<file path="src/sv/ssd_pkg.sv">
`default_nettype none

package ssd_pkg;

    localparam int DEFAULT_MAX_DIGITS = 8;

    localparam int CNT_W    = 4;
    localparam int FRAME_W  = 16;
    localparam int NOW_W    = 32;
    localparam int DIGIT_W  = 3;
    localparam int SEG_W    = 8;
    localparam int APB_AW   = 4;
    localparam int APB_DW   = 32;

    localparam logic [CNT_W-1:0]   RESET_DIGIT_COUNT = 4'd4;
    localparam logic [FRAME_W-1:0] RESET_FRAME_TIME  = 16'd16;
    localparam logic [FRAME_W-1:0] RESET_PERIOD      = 16'd4;

    localparam logic [SEG_W-1:0] SEG_MASK     = 8'h7F;
    localparam logic [SEG_W-1:0] DOT_BIT      = 8'h80;
    localparam logic [SEG_W-1:0] BLANK_ANODE  = 8'hFF;
    localparam logic [SEG_W-1:0] BLANK_CATH   = 8'h00;

    localparam logic [1:0] FUNC_TIME  = 2'd0;
    localparam logic [1:0] FUNC_WRITE = 2'd1;
    localparam logic [1:0] FUNC_CLEAR = 2'd2;

    localparam logic [1:0] KIND_LINE   = 2'd0;
    localparam logic [1:0] KIND_SEG    = 2'd1;
    localparam logic [1:0] KIND_STATUS = 2'd2;

    localparam logic STATUS_OK    = 1'b0;
    localparam logic STATUS_RANGE = 1'b1;

    localparam logic [1:0] REG_DIGIT_COUNT  = 2'd0;
    localparam logic [1:0] REG_COMMON_ANODE = 2'd1;
    localparam logic [1:0] REG_FRAME_TIME   = 2'd2;

    localparam int CMD_DEPTH = 2;

    typedef enum logic [1:0] {
        OP_TIME,
        OP_WRITE,
        OP_WRITE_BAD,
        OP_CLEAR
    } t_op;

    typedef struct packed {
        t_op                op;
        logic [NOW_W-1:0]   now_ms;
        logic [DIGIT_W-1:0] digit_index;
        logic [SEG_W-1:0]   pattern;
    } t_cmd;

    typedef struct packed {
        logic [CNT_W-1:0]   digit_count;
        logic               common_anode;
        logic [FRAME_W-1:0] period;
        logic               period_busy;
    } t_cfg;

    typedef struct packed {
        logic [1:0]         kind;
        logic [DIGIT_W-1:0] line_digit;
        logic               line_level;
        logic [SEG_W-1:0]   segment_bits;
        logic               status;
        logic               last;
    } t_res;

    typedef enum logic [2:0] {
        BS_IDLE,
        BS_TIME_OFF,
        BS_TIME_SEG,
        BS_TIME_ON,
        BS_CLR_OFF,
        BS_CLR_SEG
    } t_bstate;

endpackage

`default_nettype wire

</file>
<file path="src/sv/ssd_cfg.sv">
`default_nettype none

module ssd_cfg
    import ssd_pkg::*;
#(
    parameter int MAX_DIGITS = DEFAULT_MAX_DIGITS
) (
    input  wire logic              i_clk,
    input  wire logic              i_rst_n,
    input  wire logic              psel,
    input  wire logic              penable,
    input  wire logic              pwrite,
    input  wire logic [APB_AW-1:0] paddr,
    input  wire logic [APB_DW-1:0] pwdata,
    output logic      [APB_DW-1:0] prdata,
    output logic                   pready,
    output t_cfg                   o_cfg,
    output logic                   o_count_written
);

    localparam int STEP_W = $clog2(FRAME_W);

    logic [CNT_W-1:0]   r_digit_count, n_digit_count;
    logic               r_common_anode, n_common_anode;
    logic [FRAME_W-1:0] r_frame_time, n_frame_time;
    logic [FRAME_W-1:0] r_period, n_period;
    logic               r_busy, n_busy;
    logic [STEP_W-1:0]  r_step, n_step;
    logic [CNT_W-1:0]   r_rem, n_rem;
    logic [FRAME_W-1:0] r_quo, n_quo;
    logic [CNT_W-1:0]   r_dvs, n_dvs;

    logic             wr_en;
    logic [CNT_W-1:0] count_in;
    logic [CNT_W:0]   trial;
    logic             q_bit;

    assign pready = 1'b1;
    assign wr_en  = psel && penable && pwrite && pready;

    always_comb begin
        count_in = pwdata[CNT_W-1:0];
        if (count_in == '0) begin
            count_in = CNT_W'(1);
        end else if ((CNT_W+1)'(count_in) > (CNT_W+1)'(MAX_DIGITS)) begin
            count_in = CNT_W'(MAX_DIGITS);
        end
    end

    always_comb begin
        unique case (paddr[3:2])
            REG_DIGIT_COUNT:  prdata = APB_DW'(r_digit_count);
            REG_COMMON_ANODE: prdata = APB_DW'(r_common_anode);
            REG_FRAME_TIME:   prdata = APB_DW'(r_frame_time);
            default:          prdata = '0;
        endcase
    end

    // Restoring division of the frame time by the digit count, one quotient
    // bit per cycle.
    always_comb begin
        n_digit_count  = r_digit_count;
        n_common_anode = r_common_anode;
        n_frame_time   = r_frame_time;
        n_period       = r_period;
        n_busy         = r_busy;
        n_step         = r_step;
        n_rem          = r_rem;
        n_quo          = r_quo;
        n_dvs          = r_dvs;
        o_count_written = 1'b0;

        trial = {r_rem, r_quo[FRAME_W-1]};
        q_bit = (trial >= {1'b0, r_dvs});

        if (r_busy) begin
            n_rem  = q_bit ? CNT_W'(trial - {1'b0, r_dvs}) : trial[CNT_W-1:0];
            n_quo  = {r_quo[FRAME_W-2:0], q_bit};
            n_step = r_step + STEP_W'(1);
            if (r_step == STEP_W'(FRAME_W - 1)) begin
                n_busy   = 1'b0;
                n_period = (n_quo == '0) ? FRAME_W'(1) : n_quo;
            end
        end

        if (wr_en) begin
            unique case (paddr[3:2])
                REG_DIGIT_COUNT: begin
                    n_digit_count   = count_in;
                    o_count_written = 1'b1;
                end
                REG_COMMON_ANODE: n_common_anode = pwdata[0];
                REG_FRAME_TIME:   n_frame_time   = pwdata[FRAME_W-1:0];
                default: ;
            endcase
            if (paddr[3:2] == REG_DIGIT_COUNT || paddr[3:2] == REG_FRAME_TIME) begin
                n_busy = 1'b1;
                n_step = '0;
                n_rem  = '0;
                n_quo  = n_frame_time;
                n_dvs  = n_digit_count;
            end
        end
    end

    always_ff @(posedge i_clk) begin
        if (!i_rst_n) begin
            r_digit_count  <= RESET_DIGIT_COUNT;
            r_common_anode <= 1'b0;
            r_frame_time   <= RESET_FRAME_TIME;
            r_period       <= RESET_PERIOD;
            r_busy         <= 1'b0;
            r_step         <= '0;
        end else begin
            r_digit_count  <= n_digit_count;
            r_common_anode <= n_common_anode;
            r_frame_time   <= n_frame_time;
            r_period       <= n_period;
            r_busy         <= n_busy;
            r_step         <= n_step;
        end
    end

    always_ff @(posedge i_clk) begin
        r_rem <= n_rem;
        r_quo <= n_quo;
        r_dvs <= n_dvs;
    end

    assign o_cfg.digit_count  = r_digit_count;
    assign o_cfg.common_anode = r_common_anode;
    assign o_cfg.period       = r_period;
    assign o_cfg.period_busy  = r_busy;

endmodule

`default_nettype wire

</file>
<file path="src/sv/ssd_front.sv">
`default_nettype none

module ssd_front
    import ssd_pkg::*;
#(
    parameter int MAX_DIGITS = DEFAULT_MAX_DIGITS
) (
    input  wire logic               i_push,
    input  wire logic [1:0]         i_func,
    input  wire logic [NOW_W-1:0]   i_now_ms,
    input  wire logic [DIGIT_W-1:0] i_digit_index,
    input  wire logic [SEG_W-1:0]   i_segments,
    input  wire logic               i_dot,
    input  wire t_cfg               i_cfg,
    input  wire logic               i_q_full,
    output logic                    o_full,
    output logic                    o_q_push,
    output t_cmd                    o_cmd
);

    localparam int CMP_W = (DIGIT_W > CNT_W ? DIGIT_W : CNT_W) + 2;

    logic out_of_range;

    assign o_full = i_q_full;

    assign out_of_range = (CMP_W'(i_digit_index) >= CMP_W'(i_cfg.digit_count)) ||
                          (CMP_W'(i_digit_index) >= CMP_W'(MAX_DIGITS));

    always_comb begin
        o_cmd.now_ms      = i_now_ms;
        o_cmd.digit_index = i_digit_index;
        o_cmd.pattern     = (i_segments & SEG_MASK) | (i_dot ? DOT_BIT : '0);
        o_cmd.op          = OP_TIME;
        o_q_push          = 1'b0;
        // An unknown function code is taken and dropped here.
        unique case (i_func)
            FUNC_TIME: begin
                o_cmd.op = OP_TIME;
                o_q_push = i_push && !i_q_full;
            end
            FUNC_WRITE: begin
                o_cmd.op = out_of_range ? OP_WRITE_BAD : OP_WRITE;
                o_q_push = i_push && !i_q_full;
            end
            FUNC_CLEAR: begin
                o_cmd.op = OP_CLEAR;
                o_q_push = i_push && !i_q_full;
            end
            default: ;
        endcase
    end

endmodule

`default_nettype wire

</file>
<file path="src/sv/ssd_fifo.sv">
`default_nettype none

module ssd_fifo
    import ssd_pkg::*;
(
    input  wire logic i_clk,
    input  wire logic i_rst_n,
    input  wire logic i_push,
    input  wire t_cmd i_data,
    output logic      o_full,
    input  wire logic i_pop,
    output logic      o_valid,
    output t_cmd      o_data
);

    localparam int PTR_W = (CMD_DEPTH > 1) ? $clog2(CMD_DEPTH) : 1;
    localparam int CNT_QW = $clog2(CMD_DEPTH + 1);

    t_cmd              r_mem [CMD_DEPTH];
    logic [PTR_W-1:0]  r_wr, n_wr;
    logic [PTR_W-1:0]  r_rd, n_rd;
    logic [CNT_QW-1:0] r_cnt, n_cnt;

    logic do_push, do_pop;

    assign o_full  = (r_cnt == CNT_QW'(CMD_DEPTH));
    assign o_valid = (r_cnt != '0);
    assign o_data  = r_mem[r_rd];
    assign do_push = i_push && !o_full;
    assign do_pop  = i_pop && o_valid;

    always_comb begin
        n_wr  = r_wr;
        n_rd  = r_rd;
        n_cnt = r_cnt;
        if (do_push) begin
            n_wr = (r_wr == PTR_W'(CMD_DEPTH - 1)) ? '0 : r_wr + PTR_W'(1);
        end
        if (do_pop) begin
            n_rd = (r_rd == PTR_W'(CMD_DEPTH - 1)) ? '0 : r_rd + PTR_W'(1);
        end
        if (do_push && !do_pop) begin
            n_cnt = r_cnt + CNT_QW'(1);
        end else if (do_pop && !do_push) begin
            n_cnt = r_cnt - CNT_QW'(1);
        end
    end

    always_ff @(posedge i_clk) begin
        if (!i_rst_n) begin
            r_wr  <= '0;
            r_rd  <= '0;
            r_cnt <= '0;
        end else begin
            r_wr  <= n_wr;
            r_rd  <= n_rd;
            r_cnt <= n_cnt;
        end
    end

    always_ff @(posedge i_clk) begin
        if (do_push) begin
            r_mem[r_wr] <= i_data;
        end
    end

endmodule

`default_nettype wire

</file>
<file path="src/sv/ssd_back.sv">
`default_nettype none

module ssd_back
    import ssd_pkg::*;
#(
    parameter int MAX_DIGITS = DEFAULT_MAX_DIGITS
) (
    input  wire logic i_clk,
    input  wire logic i_rst_n,
    input  wire t_cfg i_cfg,
    input  wire logic i_count_written,
    input  wire logic i_cmd_valid,
    input  wire t_cmd i_cmd,
    output logic      o_cmd_pop,
    input  wire logic i_pop,
    output logic      o_valid,
    output t_res      o_res
);

    localparam int IDX_W = (MAX_DIGITS > 1) ? $clog2(MAX_DIGITS) : 1;
    localparam int CMP_W = (IDX_W > CNT_W ? IDX_W : CNT_W) + 1;

    t_bstate          r_state, n_state;
    logic [SEG_W-1:0] r_store [MAX_DIGITS];
    logic [SEG_W-1:0] n_store [MAX_DIGITS];
    logic [IDX_W-1:0] r_scan, n_scan;
    logic [NOW_W-1:0] r_last_ms, n_last_ms;
    logic [IDX_W-1:0] r_d, n_d;
    logic [CNT_W-1:0] r_i, n_i;
    logic             r_valid, n_valid;
    t_res             r_res, n_res;

    logic             out_free;
    logic             emit;
    t_res             res;
    logic [NOW_W-1:0] elapsed;
    logic [IDX_W-1:0] d_cur;
    logic [CMP_W-1:0] d_inc;
    logic             off_level;
    logic [SEG_W-1:0] seg_now;

    assign out_free  = !r_valid || i_pop;
    assign off_level = !i_cfg.common_anode;
    assign elapsed   = i_cmd.now_ms - r_last_ms;
    assign d_cur     = (CMP_W'(r_scan) >= CMP_W'(i_cfg.digit_count)) ? '0 : r_scan;
    assign d_inc     = CMP_W'(d_cur) + CMP_W'(1);
    assign seg_now   = i_cfg.common_anode ? ~r_store[r_d] : r_store[r_d];

    always_comb begin
        n_state   = r_state;
        n_store   = r_store;
        n_scan    = r_scan;
        n_last_ms = r_last_ms;
        n_d       = r_d;
        n_i       = r_i;
        o_cmd_pop = 1'b0;
        emit      = 1'b0;
        res       = '0;

        unique case (r_state)
            BS_IDLE: begin
                if (i_cmd_valid) begin
                    unique case (i_cmd.op)
                        OP_TIME: begin
                            if (!i_cfg.period_busy) begin
                                o_cmd_pop = 1'b1;
                                if (elapsed >= NOW_W'(i_cfg.period)) begin
                                    n_d       = d_cur;
                                    n_scan    = (d_inc == CMP_W'(i_cfg.digit_count)) ?
                                                '0 : IDX_W'(d_inc);
                                    n_last_ms = i_cmd.now_ms;
                                    n_state   = BS_TIME_OFF;
                                end
                            end
                        end
                        OP_WRITE: begin
                            if (out_free) begin
                                o_cmd_pop = 1'b1;
                                n_store[IDX_W'(i_cmd.digit_index)] = i_cmd.pattern;
                                emit        = 1'b1;
                                res.kind    = KIND_STATUS;
                                res.status  = STATUS_OK;
                                res.last    = 1'b1;
                            end
                        end
                        OP_WRITE_BAD: begin
                            if (out_free) begin
                                o_cmd_pop  = 1'b1;
                                emit       = 1'b1;
                                res.kind   = KIND_STATUS;
                                res.status = STATUS_RANGE;
                                res.last   = 1'b1;
                            end
                        end
                        OP_CLEAR: begin
                            o_cmd_pop = 1'b1;
                            for (int k = 0; k < MAX_DIGITS; k++) begin
                                n_store[k] = '0;
                            end
                            n_i     = '0;
                            n_state = BS_CLR_OFF;
                        end
                        default: ;
                    endcase
                end
            end
            BS_TIME_OFF: begin
                if (out_free) begin
                    emit           = 1'b1;
                    res.kind       = KIND_LINE;
                    res.line_digit = DIGIT_W'(r_d);
                    res.line_level = off_level;
                    n_state        = BS_TIME_SEG;
                end
            end
            BS_TIME_SEG: begin
                if (out_free) begin
                    emit             = 1'b1;
                    res.kind         = KIND_SEG;
                    res.segment_bits = seg_now;
                    n_state          = BS_TIME_ON;
                end
            end
            BS_TIME_ON: begin
                if (out_free) begin
                    emit           = 1'b1;
                    res.kind       = KIND_LINE;
                    res.line_digit = DIGIT_W'(r_d);
                    res.line_level = !off_level;
                    res.last       = 1'b1;
                    n_state        = BS_IDLE;
                end
            end
            BS_CLR_OFF: begin
                if (out_free) begin
                    emit           = 1'b1;
                    res.kind       = KIND_LINE;
                    res.line_digit = DIGIT_W'(r_i);
                    res.line_level = off_level;
                    n_i            = r_i + CNT_W'(1);
                    if ((CNT_W+1)'(r_i) + (CNT_W+1)'(1) == (CNT_W+1)'(i_cfg.digit_count)) begin
                        n_state = BS_CLR_SEG;
                    end
                end
            end
            BS_CLR_SEG: begin
                if (out_free) begin
                    emit             = 1'b1;
                    res.kind         = KIND_SEG;
                    res.segment_bits = i_cfg.common_anode ? BLANK_ANODE : BLANK_CATH;
                    res.last         = 1'b1;
                    n_state          = BS_IDLE;
                end
            end
            default: n_state = BS_IDLE;
        endcase

        // A new digit count restarts the scan at the first digit.
        if (i_count_written) begin
            n_scan = '0;
        end

        n_res   = emit ? res : r_res;
        n_valid = emit ? 1'b1 : (i_pop ? 1'b0 : r_valid);
    end

    always_ff @(posedge i_clk) begin
        if (!i_rst_n) begin
            r_state   <= BS_IDLE;
            r_scan    <= '0;
            r_last_ms <= '0;
            r_valid   <= 1'b0;
            for (int k = 0; k < MAX_DIGITS; k++) begin
                r_store[k] <= '0;
            end
        end else begin
            r_state   <= n_state;
            r_scan    <= n_scan;
            r_last_ms <= n_last_ms;
            r_valid   <= n_valid;
            r_store   <= n_store;
        end
    end

    always_ff @(posedge i_clk) begin
        r_d   <= n_d;
        r_i   <= n_i;
        r_res <= n_res;
    end

    assign o_valid = r_valid;
    assign o_res   = r_res;

endmodule

`default_nettype wire

</file>
<file path="src/sv/seven_segment_scan_driver.sv">
// Multiplexed seven-segment display scan driver.
// Items go in through a queue-style port: an item transfers on a rising edge
// with i_push high and o_full low. Func selects a time update, a digit write
// or a clear; func 3 is taken and discarded. Results come out the same way:
// the oldest result sits on the o_ ports while o_empty is low and transfers
// on an edge with i_pop high. o_last marks the final result of each item.
// A front stage classifies items into a two-entry command queue; the back
// sequencer executes them and emits one result per cycle into an output
// register. A write at the queue head gives its status; a time step gives
// three results; a clear gives one line result per digit, then a blank
// segment result. The back stage stalls whenever the output register is
// still held, and the input side fills the queue until o_full rises.
// Writing digit_count or the frame time starts a serial division for the
// digit period; time items wait at the queue head until it completes.
// Synchronous reset blanks the pattern store, sets the registers to four
// digits, common cathode and a 16 ms frame, and empties both queues.
`default_nettype none

module seven_segment_scan_driver
    import ssd_pkg::*;
#(
    parameter int MAX_DIGITS = DEFAULT_MAX_DIGITS
) (
    input  wire logic               i_clk,
    input  wire logic               i_rst_n,
    input  wire logic               i_push,
    output logic                    o_full,
    input  wire logic [1:0]         i_func,
    input  wire logic [NOW_W-1:0]   i_now_ms,
    input  wire logic [DIGIT_W-1:0] i_digit_index,
    input  wire logic [SEG_W-1:0]   i_segments,
    input  wire logic               i_dot,
    output logic                    o_empty,
    input  wire logic               i_pop,
    output logic [1:0]              o_kind,
    output logic [DIGIT_W-1:0]      o_line_digit,
    output logic                    o_line_level,
    output logic [SEG_W-1:0]        o_segment_bits,
    output logic                    o_status,
    output logic                    o_last,
    input  wire logic               psel,
    input  wire logic               penable,
    input  wire logic               pwrite,
    input  wire logic [APB_AW-1:0]  paddr,
    input  wire logic [APB_DW-1:0]  pwdata,
    output logic      [APB_DW-1:0]  prdata,
    output logic                    pready
);

    t_cfg cfg;
    logic count_written;
    logic q_full;
    logic q_push;
    t_cmd q_in;
    logic q_valid;
    t_cmd q_out;
    logic q_pop;
    logic res_valid;
    t_res res;

    ssd_cfg #(
        .MAX_DIGITS(MAX_DIGITS)
    ) u_cfg (
        .i_clk          (i_clk),
        .i_rst_n        (i_rst_n),
        .psel           (psel),
        .penable        (penable),
        .pwrite         (pwrite),
        .paddr          (paddr),
        .pwdata         (pwdata),
        .prdata         (prdata),
        .pready         (pready),
        .o_cfg          (cfg),
        .o_count_written(count_written)
    );

    ssd_front #(
        .MAX_DIGITS(MAX_DIGITS)
    ) u_front (
        .i_push       (i_push),
        .i_func       (i_func),
        .i_now_ms     (i_now_ms),
        .i_digit_index(i_digit_index),
        .i_segments   (i_segments),
        .i_dot        (i_dot),
        .i_cfg        (cfg),
        .i_q_full     (q_full),
        .o_full       (o_full),
        .o_q_push     (q_push),
        .o_cmd        (q_in)
    );

    ssd_fifo u_fifo (
        .i_clk  (i_clk),
        .i_rst_n(i_rst_n),
        .i_push (q_push),
        .i_data (q_in),
        .o_full (q_full),
        .i_pop  (q_pop),
        .o_valid(q_valid),
        .o_data (q_out)
    );

    ssd_back #(
        .MAX_DIGITS(MAX_DIGITS)
    ) u_back (
        .i_clk          (i_clk),
        .i_rst_n        (i_rst_n),
        .i_cfg          (cfg),
        .i_count_written(count_written),
        .i_cmd_valid    (q_valid),
        .i_cmd          (q_out),
        .o_cmd_pop      (q_pop),
        .i_pop          (i_pop),
        .o_valid        (res_valid),
        .o_res          (res)
    );

    assign o_empty        = !res_valid;
    assign o_kind         = res.kind;
    assign o_line_digit   = res.line_digit;
    assign o_line_level   = res.line_level;
    assign o_segment_bits = res.segment_bits;
    assign o_status       = res.status;
    assign o_last         = res.last;

endmodule

`default_nettype wire

</file>
<file path="config.mk">
export PLATFORM = sky130hd
export DESIGN_NAME = seven_segment_scan_driver
export DESIGN_NICKNAME = d
export VERILOG_FILES = /design/src/sv/ssd_pkg.sv /design/src/sv/ssd_cfg.sv /design/src/sv/ssd_front.sv /design/src/sv/ssd_fifo.sv /design/src/sv/ssd_back.sv /design/src/sv/seven_segment_scan_driver.sv
export SDC_FILE = /design/constraint.sdc
export NUM_CORES = 1
export LEC_CHECK = 0
export BUFFER_PORTS_ARGS = -buffer_cell sky130_fd_sc_hd__buf_2
export CAP_MARGIN = 20
export CORE_UTILIZATION = 45
export CTS_CLUSTER_SIZE = 40
export DETAILED_ROUTE_END_ITERATION = 8
export PLACE_DENSITY = 0.65
export RECOVER_POWER = 25
export SYNTH_ARGS = -nofsm -noshare
export SYNTH_HDL_FRONTEND = slang
export SYNTH_SLANG_ARGS = --single-unit
</file>
<file path="constraint.sdc">
create_clock -name i_clk -period 7.7 [get_ports i_clk]
set_input_delay 1.54 -clock i_clk [delete_from_list [all_inputs] [get_ports i_clk]]
set_output_delay 1.54 -clock i_clk [all_outputs]
set_load 0.02 [all_outputs]
</file>
* Yosys cells after proc, flatten, opt, wreduce, memory -nomap -nowiden *
Memories as Yosys holds them, arrays and structs flattened. A register that Yosys moved wholly into a read port is not among the register bits.
Cells that the tools add are included.

operators by class
  magnitude comparators = 8
  muxes and demuxes = 86
  bitwise logic cells = 6
  reduce and logical (&&, ||, !) cells = 40
  equality and inequality tests = 27
  add/sub/neg operators = 10

operators by type and width
  kind                count
  $pmux 64 s2         1
  $mux 16             5
  $bwmux 64           1
  $mux 4              16
  $mux 64             1
  $mux 8              8
  $pmux 16 s3         1
  $ge 32x16->1        1
  $sub 32x32->32      1
  $mux 3              10
  $bmux 8 s3          1
  $demux 8 s3         1
  $mux 1              23
  $logic_not 16->1    1
  $pmux 8 s2          1
  $pmux 3 s5          1
  $mux 2              7
  $ne 2x1->1 const B  6
  $pmux 4 s3          1
  $eq 2x2->1 const B  5
  $eq 5x4->1          2
  $pmux 2 s5          1
  $reduce_bool 2->1   5
  $reduce_and 9->1    1
  other kinds (41)    76

word-level totals
  output and inout bits = 51
  register bits = 196
  memories kept = 1
  RAM bits = 90

memories
  name          words  bits a word  rd ports  clocked after memory_dff  write ports  line            text
  u_fifo.r_mem  2      45           1         1                         1            ssd_fifo.sv:19  t_cmd r_mem [CMD_DEPTH];

* Depth between registers and ports, before layout *
  depth in word-level cells = 10
  gate-level depth with buffers = 27

* By module *
From an unflattened synthesis, not the netlist that was laid out.

second synthesis, totals
  cell total of the unflattened synthesis = 1,650
  area, all modules = 16,105.4 sq um

by module, submodules not included
  module                     instances  area an instance (sq um)  cells each
  ssd_back                   1          8,795.9                   1,026
  ssd_fifo                   1          3,480.8                   165
  ssd_cfg                    1          3,314.4                   391
  ssd_front                  1          510.5                     67
  seven_segment_scan_driver  1          3.8                       1

* Worst setup path after synthesis *
Ideal clock, no wire load.

  path kind = reg-to-reg
  start = reg with a tool-made name
  end = reg u_back.r_state[0]
  cell stages (with the launch flop) = 27
  arrival = 5.245 ns
  path buffers = 5
  slack = 2.329 ns
  path through = dfxtp_1 -> buf_2 -> buf_1 -> clkbuf_1 -> mux2_2 -> ha_1 -> o211ai_1 -> a21o_1 -> a21o_1 -> nand2_1 -> nand2_1 -> nand2b_1 -> a21oi_1 -> xnor2_1 -> ha_1 -> a21o_1 -> a21o_1 -> a21oi_1 -> o22ai_1 -> a2111o_1 -> nor4_1 -> nand4_1 -> o41a_1 -> buf_2 -> buf_6 -> o211ai_1 -> o21ai_1

RTL lines
  what                  line             text
  end signal, assigned  ssd_back.sv:177  r_state <= n_state;
  end, declared         ssd_back.sv:23   t_bstate r_state, n_state;

==> impl_metrics.json <==
{
  "place.port_buffers": 103,
  "rsz0062_at_grt": "no",
  "grt_max_degree": 74,
  "cp-start-kind": "register",
  "layout.nets": 1748,
  "drtAntennaViolNets": 0,
  "hpwl_mm": 23.2,
  "cts_root_buf": "clkbuf_16",
  "worst_hold_path.endpoint": "u_cfg.r_period[15]",
  "grt_overflow": 0,
  "critPathKind": "register to register",
  "synth_area_leaders": "edfxtp_1 (24%), dfxtp_1 (23%), ha_1 (6.0%), a21oi_1 (5.0%), nor2_1 (4.0%)",
  "synth-compound-area-share_pct": 16.1,
  "dieArea_um2": 33500,
  "ys_top_cells_by_count": "dfxtp_1 (170), nor2_1 (156), a21oi_1 (147), nand2_1 (123), edfxtp_1 (117)",
  "holdWs_ns": 0.455,
  "synth.ff_latch_count": 287,
  "hold_depth": 2,
  "initialDrtViolationCount": 740,
  "avgSynthCellArea_um2": 9.70,
  "cp.required_ns": 8.14,
  "gp_congestion": 0.880,
  "slew_headroom_pct": 5.80,
  "clk_pin_slew_ns": 0.06,
  "tns_ns": 0,
  "yosys.area_share.simple_pct": 14.3,
  "fmax_mhz": 164,
  "grt_util_all_layers_pct": 20.3,
  "initial_core_util_pct": 46.3,
  "leakage_uw": 0.00604,
  "cts_resized": 0,
  "crit_path_end_kind": "register",
  "synth_xor_area_share_pct": 2.73,
  "cts.path.max_buffers": 3,
  "ios": 140,
  "synthMuxAreaShare_pct": 8.64,
  "synth_edf_count": 117,
  "route.detailed.drc": 0,
  "cts_tree": "built",
  "period_needed_ns": 6.11,
  "placementRows": 65,
  "finalHoldViolCount": 0,
  "min_path_type": "register to register",
  "die_x_um": 183,
  "drtPass1Iterations": 5,
  "cellPowerDensity_nw_per_um2": 354,
  "fin_skew_ns": 0.0242,
  "slew_violations": 0,
  "cts_hold_buffers": 0,
  "insertion_delay_ns": 0.52,
  "vias": 11291,
  "yosysWarningCount": 0,
  "cap_violations": 0,
  "async_reset_ff_share_pct": 0,
  "setup_viol": 0,
  "syn_area_um2": 14700,
  "h-tree-depth": 2,
  "synthAdderAreaFrac_pct": 6.30,
  "outcome": "finished, final reports clean",
  "post-route-util_pct": 52.0,
  "grt_antenna_before_repair": 0,
  "dieHeight_um": 183,
  "period_share_pct": 79.3,
  "cts.sinks": 287,
  "grt_pass1_wl_mm": 54.8,
  "synth_most_common_cell": "dfxtp_1",
  "antenna_cells": 0,
  "total_power_uw": 5880,
  "wl_mm": 33.9,
  "vias_per_cell": 5.52,
  "syn_to_final_growth_pct": 12.5,
  "numCtsBuffers": 34,
  "grt_pass1_vias": 10979,
  "r2r.worst_path.cells": 23,
  "wl_per_cell_um": 16.6,
  "worstPathArrival_ns": 6.54,
  "synth_cell_type_count": 69,
  "netlist_instances": 1520,
  "ys_seq_area_share_pct": 46.9,
  "ys.flop_type": "dfxtp_1",
  "path_max_fanout": 17,
  "yosysTopAreaCellShare_pct": 23.8,
  "synth_top_family_by_area": "compound AO/OA/AOI/OAI gates",
  "regToRegSetupSlack_ns": 1.59,
  "hold_start": "u_cfg.r_period[15]",
  "r2r_end": "u_back.r_last_ms[29]",
  "post_cts_buffers": 0,
  "worstMarginPinSlew_ns": 1.41,
  "core-area_um2": 31900,
  "ir_drop_uv": 209,
  "drive_above_1_share_pct": 13.3,
  "yosys.area.top_type": "edfxtp_1"
}
routing by layer:
metal,track usage [%],share of wire (%),vias to the layer above
met5,0,0,-
met4,5.53,2.0,0
met3,3.22,4.4,55
met2,35.7,50,226
met1,25.6,44,5410
li1,-,-,5600
power breakdown:
| part | switching [µW] | total [µW] | internal (µW) |
|---|---|---|---|
| clock network | 628 | 1580 | 947 |
| registers | 166 | 2010 | 1840 |
| logic | 1400 | 2300 | 893 |
| total | 2200 | 5880 | 3680 |
sequential cells by signal, summed over array words and instances (netlist names), 2 cells and up, named ones only:
signal	cells
u_fifo.r_mem	90
u_back.r_store	64
u_back.r_last_ms	32
u_back.o_res	16
u_cfg.r_frame_time	16
u_cfg.r_period	16
u_cfg.r_quo	16
u_back.r_i	4
u_cfg.r_digit_count	4
u_cfg.r_dvs	4
u_cfg.r_rem	4
u_cfg.r_step	4
u_back.r_d	3
u_back.r_scan	3
u_back.r_state	3
u_fifo.r_cnt	2
worst max-delay path: stages, from the launching register on:
cell,delay (ns)
dfxtp_2,0.64
mux2i_1,0.59
inv_1,0.11
ha_1,0.31
nand2b_1,0.09
a21o_1,0.18
a21o_1,0.14
nand2_1,0.08
nand2_1,0.12
nand2b_1,0.06
a21oi_1,0.17
xnor2_1,0.14
ha_1,0.27
a21o_1,0.19
a21o_1,0.17
a21oi_1,0.15
o22ai_1,0.12
a2111o_1,0.40
nor4_1,0.26
nand4_1,0.22
o41ai_4,0.94
buf_4,0.38
nor3_1,0.09
nor3_1,0.16
metrics by stage:
step	instances	area, µm²	setup WS, ns
6_report	2044	16600	1.59
5_1_grt	2044	16600	1.07
4_1_cts	2044	16600	1.58
3_5_place_dp	1985	15500	1.63
3_3_place_gp	1985	15500	1.72
2_1_floorplan	1535	14800	2.33
layout by cell type, fill, tap and decap left out, types with 8 or more instances in the layout:
| master | netlist | routed |
|---|---|---|
| a211oi_1 | 26 | 26 |
| a21o_1 | 16 | 16 |
| a21oi_1 | 147 | 147 |
| a22oi_1 | 66 | 66 |
| and2_1 | 18 | 17 |
| buf_2 | 7 | 88 |
| buf_4 | 18 | 8 |
| clkbuf_1 | 60 | 23 |
| clkbuf_16 | 0 | 37 |
| conb_1 | 2 | 17 |
| dfxtp_1 | 170 | 169 |
| edfxtp_1 | 117 | 117 |
| ha_1 | 71 | 71 |
| inv_1 | 76 | 75 |
| mux2_2 | 34 | 34 |
| mux2i_1 | 53 | 53 |
| mux4_2 | 16 | 16 |
| nand2_1 | 123 | 123 |
| nand2b_1 | 11 | 11 |
| nand3_1 | 12 | 12 |
| nand4_1 | 20 | 20 |
| nor2_1 | 156 | 155 |
| nor2b_1 | 24 | 22 |
| nor3_1 | 72 | 72 |
| o211ai_1 | 9 | 9 |
| o21a_1 | 10 | 10 |
| o21ai_0 | 40 | 40 |
| o21ai_1 | 11 | 11 |
| xnor2_1 | 21 | 21 |
| xor2_1 | 25 | 25 |
cell families after synthesis:
family                   Yosys count
multiplexers                     103
other                              2
buffers and inverters            173
AND/OR/NAND/NOR                  463
adder cells (fa/ha/maj)           73
flip-flops                       287
AO/OA/AOI/OAI                    373
XOR/XNOR                          46
final cells by class:
class	instances	area (µm²)
Clock buffer	48	1010
Clock inverter	11	91.3
Fill cell	2961	15300
Inverter	76	288
Multi-Input combinational cell	1075	7180
Sequential cell	287	6920
Tap cell	435	544
Timing Repair Buffer	112	561
how the worst max path moves through the flow:
stage / slack [ns] / cells after the start / to
after floorplan: 2.33 / 26 / u_back.r_state[0]
after global placement: 1.72 / 23 / u_back.r_last_ms[30]
final: 1.59 / 23 / u_back.r_last_ms[29]
after CTS: 1.58 / 23 / u_back.r_last_ms[29]
after global routing: 1.07 / 23 / u_back.r_last_ms[29]
after detailed placement: 1.63 / 23 / u_back.r_last_ms[29]
Power figures use the tool's default switching activity.
